===== src/sv/hbr_pkg.sv =====
// Package for the half-band polyphase resampler: sizes, shared types,
// the sequencer state type and the Q1.15 rounding/saturation function.
// No dependencies.
package hbr_pkg;

	localparam int NUM_PHASE_TAPS = 16;
	localparam int IDX_W = (NUM_PHASE_TAPS > 1) ? $clog2(NUM_PHASE_TAPS) : 1;
	localparam logic [IDX_W-1:0] LAST_IDX = IDX_W'(NUM_PHASE_TAPS - 1);

	localparam int SAMPLE_W = 16;
	localparam int PROD_W = 2 * SAMPLE_W;
	localparam int ACC_W = 40;
	localparam int SUM_W = ACC_W + 2;
	localparam int FRAC_SHIFT = 15;
	localparam int QUOT_W = SUM_W - FRAC_SHIFT;
	localparam int ROUND_BIAS = 1 << (FRAC_SHIFT - 1);

	localparam logic signed [SAMPLE_W-1:0] SAT_MAX = 16'sh7FFF;
	localparam logic signed [SAMPLE_W-1:0] SAT_MIN = 16'sh8000;

	localparam logic FUNC_TAP = 1'b0;
	localparam logic FUNC_SAMPLE = 1'b1;
	localparam logic MODE_INTERP = 1'b0;
	localparam logic MODE_DECIM = 1'b1;
	localparam logic BANK_ODD = 1'b0;
	localparam logic BANK_EVEN = 1'b1;

	typedef logic signed [ACC_W-1:0] acc_t;
	typedef logic signed [SAMPLE_W-1:0] sample_t;

	// One multiply-accumulate step issued by the sequencer.
	typedef struct packed {
		logic vld;
		logic bank;
		logic [IDX_W-1:0] idx;
	} step_t;

	typedef enum logic [2:0] {
		ST_IDLE,
		ST_RUN,
		ST_DRAIN,
		ST_EMIT0,
		ST_EMIT1
	} state_t;

	// Q*.30 to Q1.15: add half an LSB, arithmetic shift by 15, saturate.
	function automatic sample_t round_sat(input logic signed [ACC_W:0] v);
		logic signed [SUM_W-1:0] biased;
		logic signed [QUOT_W-1:0] quot;
		sample_t res;
		biased = SUM_W'(v) + SUM_W'(ROUND_BIAS);
		quot = biased[SUM_W-1:FRAC_SHIFT];
		if (!quot[QUOT_W-1] && (|quot[QUOT_W-2:SAMPLE_W-1])) begin
			res = SAT_MAX;
		end else if (quot[QUOT_W-1] && !(&quot[QUOT_W-2:SAMPLE_W-1])) begin
			res = SAT_MIN;
		end else begin
			res = quot[SAMPLE_W-1:0];
		end
		return res;
	endfunction

endpackage


===== src/sv/hbr_if.sv =====
// Valid/ready channel interfaces for the resampler's input items and results.
// Depends on hbr_pkg.
interface hbr_in_if;
	import hbr_pkg::*;
	logic valid;
	logic ready;
	logic func;
	logic [4:0] tap_index;
	logic signed [15:0] tap_value;
	logic signed [15:0] sample;
	modport source (output valid, func, tap_index, tap_value, sample, input ready);
	modport sink (input valid, func, tap_index, tap_value, sample, output ready);
endinterface

interface hbr_out_if;
	import hbr_pkg::*;
	logic valid;
	logic ready;
	logic signed [15:0] sample_out;
	logic last;
	modport source (output valid, sample_out, last, input ready);
	modport sink (input valid, sample_out, last, output ready);
endinterface


===== src/sv/hbr_mac.sv =====
// Shared multiply-accumulate unit and the two transposed-form accumulator banks.
// Depends on hbr_pkg.
module hbr_mac import hbr_pkg::*; (
	input logic clk,
	input logic arst_n,
	input step_t step,
	input sample_t tap,
	input sample_t operand,
	output acc_t odd_head,
	output acc_t even_head
);

	logic signed [PROD_W-1:0] prod_s1;
	step_t step_s1;
	acc_t odd_acc_q [NUM_PHASE_TAPS];
	acc_t even_acc_q [NUM_PHASE_TAPS];
	acc_t upstream;
	acc_t acc_new;

	always_ff @(posedge clk) begin
		prod_s1 <= tap * operand;
	end

	always_ff @(posedge clk or negedge arst_n) begin
		if (!arst_n) begin
			step_s1 <= '0;
		end else begin
			step_s1 <= step;
		end
	end

	// The next-higher accumulator has not been updated yet, since steps run upward.
	always_comb begin
		if (step_s1.idx == LAST_IDX) begin
			upstream = '0;
		end else if (step_s1.bank == BANK_ODD) begin
			upstream = odd_acc_q[step_s1.idx + 1'b1];
		end else begin
			upstream = even_acc_q[step_s1.idx + 1'b1];
		end
		acc_new = upstream + ACC_W'(prod_s1);
	end

	always_ff @(posedge clk or negedge arst_n) begin
		if (!arst_n) begin
			for (int i = 0; i < NUM_PHASE_TAPS; i++) begin
				odd_acc_q[i] <= '0;
				even_acc_q[i] <= '0;
			end
		end else if (step_s1.vld) begin
			if (step_s1.bank == BANK_ODD) begin
				odd_acc_q[step_s1.idx] <= acc_new;
			end else begin
				even_acc_q[step_s1.idx] <= acc_new;
			end
		end
	end

	assign odd_head = odd_acc_q[0];
	assign even_head = even_acc_q[0];

endmodule


===== src/sv/halfband_polyphase_resampler.sv =====
// Top level of the half-band polyphase resampler by two.
// Depends on hbr_pkg, hbr_in_if, hbr_out_if and hbr_mac.
//
// Resamples a Q1.15 stream by two with a two-phase polyphase FIR in transposed
// form. Taps are loaded one per transfer (func = 0): an even prototype position
// k goes to the odd-phase bank, an odd position to the even-phase bank, whose
// last tap is fixed at zero; positions beyond the filter are dropped. A tap load
// leaves the block idle and ready. A sample (func = 1) in interpolate mode
// (mode = 0) runs through both banks and yields two results, odd phase first.
// In decimate mode (mode = 1) the first sample of a pair runs through the odd
// bank while the held sample runs through the even bank and gives one result,
// their sum; the second sample of a pair is only held. A sample that computes
// holds the input not ready until its last result is loaded into the result
// register, which may wait on the sink: one 16x16 multiplier steps through one
// tap per cycle, odd bank then even bank, with one pipeline stage between
// multiply and accumulate, then a drain state, and each result is loaded in its
// own emit state. Results are rounded half up and saturated; last marks the
// final result of each sample that computes. The result register lets a new
// item start while the last result still waits for its transfer. Write mode
// only while idle.

module halfband_polyphase_resampler import hbr_pkg::*; (
	input logic clk,
	input logic arst_n,
	input logic mode_we,
	input logic mode_wdata,
	hbr_in_if.sink item,
	hbr_out_if.source result
);

	state_t state_q;
	state_t state_d;

	logic mode_q;
	logic pair_q;
	sample_t held_q;
	sample_t x_q;
	sample_t y_q;
	logic dec_q;
	logic bank_q;
	logic [IDX_W-1:0] idx_q;

	sample_t odd_taps_q [NUM_PHASE_TAPS];
	sample_t even_taps_q [NUM_PHASE_TAPS];

	logic out_valid_q;
	sample_t out_sample_q;
	logic out_last_q;

	logic accept;
	logic start_run;
	logic out_free;
	logic out_load;
	sample_t out_sample_d;
	logic out_last_d;
	logic [3:0] tap_pos;

	step_t step;
	sample_t tap_rd;
	sample_t operand;
	acc_t odd_head;
	acc_t even_head;
	logic signed [ACC_W:0] head_sum;

	assign accept = item.valid && item.ready;
	assign tap_pos = item.tap_index[4:1];
	assign out_free = !out_valid_q || result.ready;

	// A sample starts computing unless it is the held second sample of a pair.
	assign start_run = accept && (item.func == FUNC_SAMPLE) &&
		!((mode_q == MODE_DECIM) && pair_q);

	always_ff @(posedge clk or negedge arst_n) begin
		if (!arst_n) begin
			mode_q <= MODE_INTERP;
		end else if (mode_we) begin
			mode_q <= mode_wdata;
		end
	end

	// Tap stores carry no reset; the last even-phase tap is never written.
	always_ff @(posedge clk) begin
		if (accept && (item.func == FUNC_TAP)) begin
			if (!item.tap_index[0]) begin
				if (int'(tap_pos) < NUM_PHASE_TAPS) begin
					odd_taps_q[IDX_W'(tap_pos)] <= item.tap_value;
				end
			end else begin
				if (int'(tap_pos) + 1 < NUM_PHASE_TAPS) begin
					even_taps_q[IDX_W'(tap_pos)] <= item.tap_value;
				end
			end
		end
	end

	// Pair tracking and the held sample only change in decimate mode.
	always_ff @(posedge clk or negedge arst_n) begin
		if (!arst_n) begin
			pair_q <= 1'b0;
			held_q <= '0;
		end else if (accept && (item.func == FUNC_SAMPLE) && (mode_q == MODE_DECIM)) begin
			if (pair_q) begin
				held_q <= item.sample;
				pair_q <= 1'b0;
			end else begin
				pair_q <= 1'b1;
			end
		end
	end

	// Operands for the run: the odd bank always sees the new sample; the even
	// bank sees it too when interpolating, the held sample when decimating.
	always_ff @(posedge clk) begin
		if (start_run) begin
			x_q <= item.sample;
			y_q <= (mode_q == MODE_DECIM) ? held_q : item.sample;
			dec_q <= mode_q;
		end
	end

	always_ff @(posedge clk or negedge arst_n) begin
		if (!arst_n) begin
			bank_q <= BANK_ODD;
			idx_q <= '0;
		end else if (start_run) begin
			bank_q <= BANK_ODD;
			idx_q <= '0;
		end else if (state_q == ST_RUN) begin
			if (idx_q == LAST_IDX) begin
				idx_q <= '0;
				bank_q <= BANK_EVEN;
			end else begin
				idx_q <= idx_q + 1'b1;
			end
		end
	end

	always_ff @(posedge clk or negedge arst_n) begin
		if (!arst_n) begin
			state_q <= ST_IDLE;
		end else begin
			state_q <= state_d;
		end
	end

	assign head_sum = (ACC_W + 1)'(odd_head) + (ACC_W + 1)'(even_head);

	always_comb begin
		state_d = state_q;
		item.ready = 1'b0;
		out_load = 1'b0;
		out_sample_d = round_sat((ACC_W + 1)'(odd_head));
		out_last_d = 1'b0;
		unique case (state_q)
			ST_IDLE: begin
				item.ready = 1'b1;
				if (start_run) begin
					state_d = ST_RUN;
				end
			end
			ST_RUN: begin
				if ((idx_q == LAST_IDX) && (bank_q == BANK_EVEN)) begin
					state_d = ST_DRAIN;
				end
			end
			ST_DRAIN: begin
				state_d = ST_EMIT0;
			end
			ST_EMIT0: begin
				if (out_free) begin
					out_load = 1'b1;
					if (dec_q == MODE_DECIM) begin
						out_sample_d = round_sat(head_sum);
						out_last_d = 1'b1;
						state_d = ST_IDLE;
					end else begin
						state_d = ST_EMIT1;
					end
				end
			end
			ST_EMIT1: begin
				out_sample_d = round_sat((ACC_W + 1)'(even_head));
				out_last_d = 1'b1;
				if (out_free) begin
					out_load = 1'b1;
					state_d = ST_IDLE;
				end
			end
			default: begin
				state_d = ST_IDLE;
			end
		endcase
	end

	// Shared MAC feed: one tap of one bank per cycle.
	always_comb begin
		step.vld = (state_q == ST_RUN);
		step.bank = bank_q;
		step.idx = idx_q;
		if (bank_q == BANK_ODD) begin
			tap_rd = odd_taps_q[idx_q];
			operand = x_q;
		end else begin
			tap_rd = (idx_q == LAST_IDX) ? sample_t'(0) : even_taps_q[idx_q];
			operand = y_q;
		end
	end

	hbr_mac u_mac (
		.clk(clk),
		.arst_n(arst_n),
		.step(step),
		.tap(tap_rd),
		.operand(operand),
		.odd_head(odd_head),
		.even_head(even_head)
	);

	always_ff @(posedge clk or negedge arst_n) begin
		if (!arst_n) begin
			out_valid_q <= 1'b0;
		end else if (out_load) begin
			out_valid_q <= 1'b1;
		end else if (result.ready) begin
			out_valid_q <= 1'b0;
		end
	end

	always_ff @(posedge clk) begin
		if (out_load) begin
			out_sample_q <= out_sample_d;
			out_last_q <= out_last_d;
		end
	end

	assign result.valid = out_valid_q;
	assign result.sample_out = out_sample_q;
	assign result.last = out_last_q;

endmodule


===== src/flat_wrapper.sv =====
// flat-port wrapper written by rule: the top's interface ports become plain ports
module halfband_polyphase_resampler_flat import hbr_pkg::*;
  (clk, arst_n, mode_we, mode_wdata, item_valid, item_func, item_tap_index, item_tap_value, item_sample, item_ready, result_valid, result_sample_out, result_last, result_ready);
  hbr_in_if item_i ();
  hbr_out_if result_i ();
  input logic clk;
  input logic arst_n;
  input logic mode_we;
  input logic mode_wdata;
  input wire logic [$bits(item_i.valid)-1:0] item_valid;
  input wire logic [$bits(item_i.func)-1:0] item_func;
  input wire logic [$bits(item_i.tap_index)-1:0] item_tap_index;
  input wire logic [$bits(item_i.tap_value)-1:0] item_tap_value;
  input wire logic [$bits(item_i.sample)-1:0] item_sample;
  output wire logic [$bits(item_i.ready)-1:0] item_ready;
  output wire logic [$bits(result_i.valid)-1:0] result_valid;
  output wire logic [$bits(result_i.sample_out)-1:0] result_sample_out;
  output wire logic [$bits(result_i.last)-1:0] result_last;
  input wire logic [$bits(result_i.ready)-1:0] result_ready;
  assign item_i.valid = item_valid;
  assign item_i.func = item_func;
  assign item_i.tap_index = item_tap_index;
  assign item_i.tap_value = item_tap_value;
  assign item_i.sample = item_sample;
  assign item_ready = item_i.ready;
  assign result_valid = result_i.valid;
  assign result_sample_out = result_i.sample_out;
  assign result_last = result_i.last;
  assign result_i.ready = result_ready;
  halfband_polyphase_resampler u_core (.clk(clk), .arst_n(arst_n), .mode_we(mode_we), .mode_wdata(mode_wdata), .item(item_i), .result(result_i));
endmodule

===== config.mk =====
export PLATFORM = sky130hd
export DESIGN_NAME = halfband_polyphase_resampler_flat
export DESIGN_NICKNAME = d
export VERILOG_FILES = /design/src/sv/hbr_pkg.sv /design/src/sv/hbr_if.sv /design/src/sv/hbr_mac.sv /design/src/sv/halfband_polyphase_resampler.sv /design/src/flat_wrapper.sv
export SDC_FILE = /design/constraint.sdc
export NUM_CORES = 2
export LEC_CHECK = 0
export BUFFER_PORTS_ARGS = -buffer_cell sky130_fd_sc_hd__buf_4
export CAP_MARGIN = 30
export CORE_AREA = 5 5 351 491
export DETAILED_ROUTE_END_ITERATION = 6
export DIE_AREA = 0 0 356 496
export PLACE_DENSITY_LB_ADDON = 0.15
export SLEW_MARGIN = 20
export SYNTH_ARGS = -nofsm -noshare
export SYNTH_HDL_FRONTEND = slang
export SYNTH_SLANG_ARGS = --single-unit

===== constraint.sdc =====
create_clock -name clk -period 8.1 [get_ports clk]
set_clock_uncertainty 0.1 [all_clocks]
set_input_delay 1.62 -clock clk [delete_from_list [all_inputs] [get_ports clk]]
set_output_delay 1.62 -clock clk [all_outputs]
set_load 0.01 [all_outputs]

# Word-level counts from Yosys, hierarchy flattened

Memories as Yosys holds them, arrays and structs flattened.
Index checks and enable logic that the tools add are counted.
Widths: inputs -> output; s select.

Register bits after elaboration: 1,395
Memory bits (writable): 512
Bits of input ports: 44
Memories: 2

$add $sub $neg: 8
$mul: 1
Magnitude comparators: 4
Equal/unequal tests: 10
Muxes and demuxes: 53
Bitwise logic cells: 4
Reduce and logical (&&, ||, !) cells: 39

Memories:

| name               | depth | width | rd ports | clocked after Yosys merged registers in | write ports | RTL line                           | text |
|---|---|---|---|---|---|---|---|
| u_core.even_taps_q | 16    | 16    | 1        | 0                                       | 1           | halfband_polyphase_resampler.sv:44 | `sample_t even_taps_q [NUM_PHASE_TAPS];` |
| u_core.odd_taps_q  | 16    | 16    | 1        | 0                                       | 1           | halfband_polyphase_resampler.sv:43 | `sample_t odd_taps_q [NUM_PHASE_TAPS];` |

Operators by type and width:

| operator               | count |
|---|---|
| $bwmux 640             | 2 |
| $bmux 40 s4            | 2 |
| $mux 40                | 7 |
| $mux 16                | 12 |
| $demux 40 s4           | 1 |
| $add 40x16->41 const B | 2 |
| $add 41x16->42 const B | 1 |
| $add 40x40->41         | 1 |
| $add 40x32->40         | 1 |
| $reduce_and 11->1      | 3 |
| $reduce_or 11->1       | 3 |
| $lt 32x6->1 const B    | 1 |
| $mul 16x16->32         | 1 |
| $pmux 16 s2            | 1 |
| $mux 1                 | 18 |
| $mux 3                 | 5 |
| $pmux 3 s5             | 1 |
| $logic_and 1x1->1      | 14 |
| $mux 4                 | 3 |
| $ge 5x5->1 const B     | 2 |
| $not 4->5              | 2 |
| $add 4x1->4 const B    | 2 |
| $eq 4x4->1 const B     | 2 |
| $logic_not 1->1        | 8 |
| other kinds (14)       | 24 |

# Depth between registers and ports, before layout

Word-level depth: 10
Mapped depth: 34
Depth with buffers taken out: 30

# By module

A second synthesis with hierarchy kept.

Cells, all modules: 8,205
Area total of the unflattened synthesis: 97,472.2 µm²

Modules (own cells, without submodules):

| module                       | times used | cells an instance | area each (µm²) | sequential area each (µm²) |
|---|---|---|---|---|
| hbr_mac                      | 1          | 6,527             | 70,313.7        | 32,821.5 |
| halfband_polyphase_resampler | 1          | 1,678             | 27,158.5        | 17,551.8 |

# Worst setup path before layout

No wires, ideal clock.

Kind: reg2reg
Start: register u_core.idx_q[0]
End: register u_core.u_mac.prod_s1[30]
Library setup time: 0.072 ns
Data arrival time: 8.286 ns
Required time: 7.928 ns
Setup slack: -0.358 ns
Stages on the path, launching flop included: 31
Buffers on the path: 4
Period minus slack after synthesis: 8.458 ns
Path through: dfrtp_1 > clkbuf_1 > buf_2 > buf_1 > mux4_2 > mux4_2 > a22oi_1 > clkbuf_1 > nor2_1 > fa_1 > inv_1 > fa_1 > inv_1 > fa_1 > fa_1 > fa_1 > inv_1 > fa_1 > inv_1 > ha_1 > a21o_1 > a21o_1 > a21o_1 > or3_1 > a31o_2 > a31oi_1 > a31oi_1 > nand4_1 > nand4b_1 > a21oi_1 > xnor2_1

Word-level cells in the longest chain between the ends: 4

Ends and longest elaborated chain:

| what                                        | RTL line                            | text |
|---|---|---|
| start: declaration                          | halfband_polyphase_resampler.sv:41  | `logic [IDX_W-1:0] idx_q;` |
| start signal: assignment                    | halfband_polyphase_resampler.sv:133 | `idx_q <= idx_q + 1'b1;` |
| $mem_v2 16x16 or $eq 4x4->1 (tied branches) | -                                   |  |
| $mux 16                                     | halfband_polyphase_resampler.sv:204 | `tap_rd = (idx_q == LAST_IDX) ? sample_t'(0) : even_taps_q[idx_q];` |
| $mux 16 *                                   | halfband_polyphase_resampler.sv:200 | `if (bank_q == BANK_ODD) begin` |
| $mul 16x16->32 *                            | hbr_mac.sv:21                       | `prod_s1 <= tap * operand;` |
| end signal: assignment                      | hbr_mac.sv:21                       |  |
| end: declaration                            | hbr_mac.sv:13                       | `logic signed [PROD_W-1:0] prod_s1;` |

Every way passes the cells marked *; elsewhere a longest branch is shown, timed or not.
A chain may end at the register's enable or synchronous reset.

# Worst setup path after layout

Same ends and word-level chain as after synthesis.

==> flow_summary.yaml <==
worst_setup_path:
  slowest_delay_ns: 0.57
  worstReg2RegStart: "u_core.idx_q[0]"
  r2r_slack_ns: -0.04
  cp_arrival_ns: 8.76
  critical_path_required_ns: 8.72
  crit_fanout: 6
  worst_path_dominant_cell_family: "adder cells"
  timing.critical_path.buf_inv: 8
  timing.critical_path.mode_cell: "fa_1"
  timing.critical_path.slowest_stage_cell: "fa_1"
  crit_type: "register to register"
  reg2reg_to: "u_core.u_mac.prod_s1[30]"
  crit_path_start_kind: "register"
  worstRegToRegCells: 30
  critical_path.endpoint_type: "register"
synthesis:
  syn_inst_count: 8335
  ys_top_cells_by_count: "nand2_1 (1657), dfrtp_1 (1313), o21ai_0 (1240)"
  synth_flop_cell: "dfrtp_1"
  asyncSetResetFlopFracSynth: 0.6885
  ys_top_cells_by_area: "dfrtp_1 (34%), edfxtp_1 (17%), mux4_2 (13%)"
  synth.ff_latch_count: 1907
  synthesis.area_um2: 96560
  synth_cell_types: 98
  synthDominantAreaCellType: "dfrtp_1"
  synthDominantCellAreaShare: 0.3403
  yosysWarnings: 0
  synth-edff-count: 562
  synth.most_common_cell: "nand2_1"
  synth.yosys.seq_area_share: 0.5217
  postSynthAreaPerCell_um2: 11.58
sta:
  setup_slack_ns: -0.04192
  tightestPinTransition_ns: 1.096
  final-hold-violation-count: 0
  slew_headroom: 0.2693
  fin_crit_sh: 1.005
  min_period_ns: 8.142
  grt_setup_unrepaired: "yes"
  final_setup_viols: 1
  fmax_ghz: 0.1228
  finalMaxSlewViolations: 0
hold_path:
  worst_hold_startpoint: "u_core.u_mac.even_acc_q[216]"
  hold_path_depth: 2
  hold-path-endpoint: "u_core.u_mac.even_acc_q[216]"
  hold_path.class: "register to register"
detailed_routing:
  routed_wl_um: 293300
  drt-initial-drc-count: 6823
  drcViolationCount: 1
  avgRoutedWirePerCell_um: 27.39
  drtAntennaViolNets: 0
  drt_first_pass_iters: 7
  route.vias.total: 67253
  viasPerCell: 6.280
global_routing:
  first_pass_grt_wire_length_um: 438700
  largest_net_degree_at_the_start_of_global_routing: 191
  grt_antenna_before_repair: 31
  overflow: 0
  globalRouteTotalUtil: 0.3358
  grt_pass1_vias: 67485
place:
  place_congestion: 0.9460
  dp.final_hpwl_um: 191200
  port-buffer-count: 62
  postPlaceCellArea_um2: 100900
clock_network:
  cts_tree: "yes"
  cts.htree.levels: 4
  tritoncts.num_buffers: 180
  cts_buffer_depth: 3
  clock_sink_count: 1907
  cts.clk_slew.worst_paths_ns: 0.06
  clk_root_buf: "clkbuf_16"
  cts.hold.buffers_added: 0
  worstSkewPairLatency_ns: 0.84
floorplan:
  floorplan.initialDensity: 0.5765
  core.rowCount: 178
  die_ar_um2: 176600
  fp.coreArea_um2: 167500
  top_level_ports: 63
  floorplan.die.height_um: 496
  floorplan.die.width_um: 356
cells_and_area:
  final_layout_size_suffix_gt1_frac: 0.1811
  filler_cells: 12844
  finish.instance_area_um2: 108300
  final_nets: 8813
  layout-area-overhead-vs-synth_pct: 12.13
run:
  max_cap_viol_count: 0
outcome:
  failed_checks: "design-rule violations, negative setup slack"
  outcome: "complete, but fails checks"
## worst max path at each step
| stage | endpoint | startpoint | cells past startpoint |
|---|---|---|---|
| final | u_core.u_mac.prod_s1[30] | u_core.idx_q[0] | 30 |
| after global routing | u_core.u_mac.prod_s1[30] | u_core.idx_q[0] | 31 |
| after CTS | u_core.u_mac.prod_s1[30] | u_core.idx_q[0] | 30 |
| after detailed placement | u_core.u_mac.prod_s1[31] | u_core.idx_q[0] | 29 |
| after global placement | u_core.u_mac.prod_s1[30] | u_core.idx_q[0] | 29 |
| after floorplan | u_core.u_mac.prod_s1[30] | u_core.idx_q[0] | 30 |
## tightest hold or removal path, delay by kind of cell, from the launching register on
| kind | cells | cell delay (ns) |
|---|---|---|
| compound gates | 1 | 0.05 |
| flops | 1 | 0.34 |
| simple gates | 1 | 0.05 |
## repair_timing
action	in CTS	in global routing
hold endpoints to repair	0	0
endpoints found under the setup margin	4	10
buffers inserted	7	38
cloned	3	3
gates resized for setup	26	92
pin swaps	5	51
## final cells by class
class                   instances  area [um2]  share of cell area
clock buffers                 250        5109             0.04718
diodes                         14       35.03           0.0003236
multi-input cells            5439       43470              0.4015
flip-flops and latches       1907       50390              0.4654
clock inverters                77        1033            0.009545
repair buffers                439        4160             0.03842
inverters                     333        1255             0.01159
well taps                    2250        2815             0.02600
## routing by layer
metal  global-route usage  wire [um]
met1               0.4382     110600
met2               0.5489     141900
met3              0.06803      24780
met4               0.1564      15860
met5                    0        169
## placed cells by master (no fill, tap or decap), types with 58 or more instances in the layout
cell type,instances
ha_1,200
nand2_1,1627
o21ai_0,1239
nor2_1,375
xnor2_1,58
buf_4,355
a21oi_1,130
dfrtp_1,1307
clkbuf_16,184
edfxtp_1,562
inv_1,318
mux4_2,554
nand3_1,79
fa_1,257
## state kept, by name, summed over array words and instances (netlist names), 3 cells and up
| signal | count |
|---|---|
| u_core.state_q | 3 |
| u_core.u_mac.odd_acc_q | 600 |
| u_core.u_mac.step_s1 | 6 |
| u_core.u_mac.even_head | 40 |
| u_core.u_mac.prod_s1 | 32 |
| u_core.held_q | 16 |
| u_core.y_q | 16 |
| u_core.u_mac.even_acc_q | 600 |
| u_core.even_taps_q | 256 |
| u_core.idx_q | 4 |
| u_core.u_mac.odd_head | 40 |
| u_core.odd_taps_q | 256 |
| u_core.x_q | 16 |
| u_core.result.sample_out | 16 |
## kinds of logic (layout without fill, tap and decap cells)
logic type,after synthesis,in the layout,synth area share
AO/OA/AOI/OAI,1720,1720,0.1001
XOR/XNOR,125,125,0.01134
adder cells (fa/ha/maj),469,469,0.08122
other,1,30,0.00003884
buffers and inverters,1004,1099,0.03963
flip-flops,1907,1907,0.5217
multiplexers,653,653,0.1400
AND/OR/NAND/NOR,2456,2456,0.1059
## through the flow
stage          setup slack, ns    util  hold WS (ns)  std cells  setup TNS (ns)
4_1_cts               0.005953  0.6409        0.3743      10647               0
3_5_place_dp          -0.07404  0.6026        0.3608      10310         -0.1072
2_1_floorplan        0.0005249       -        0.2519       8350               0
3_3_place_gp           0.02334  0.6010        0.3533      10298               0
6_report              -0.04192  0.6465        0.3708      10709        -0.04192
5_1_grt                -0.2851  0.6463        0.3930      10697         -0.7218
Power is not shown: default switching activity piles up to over one toggle a cycle in this logic, so the estimate is an artifact.
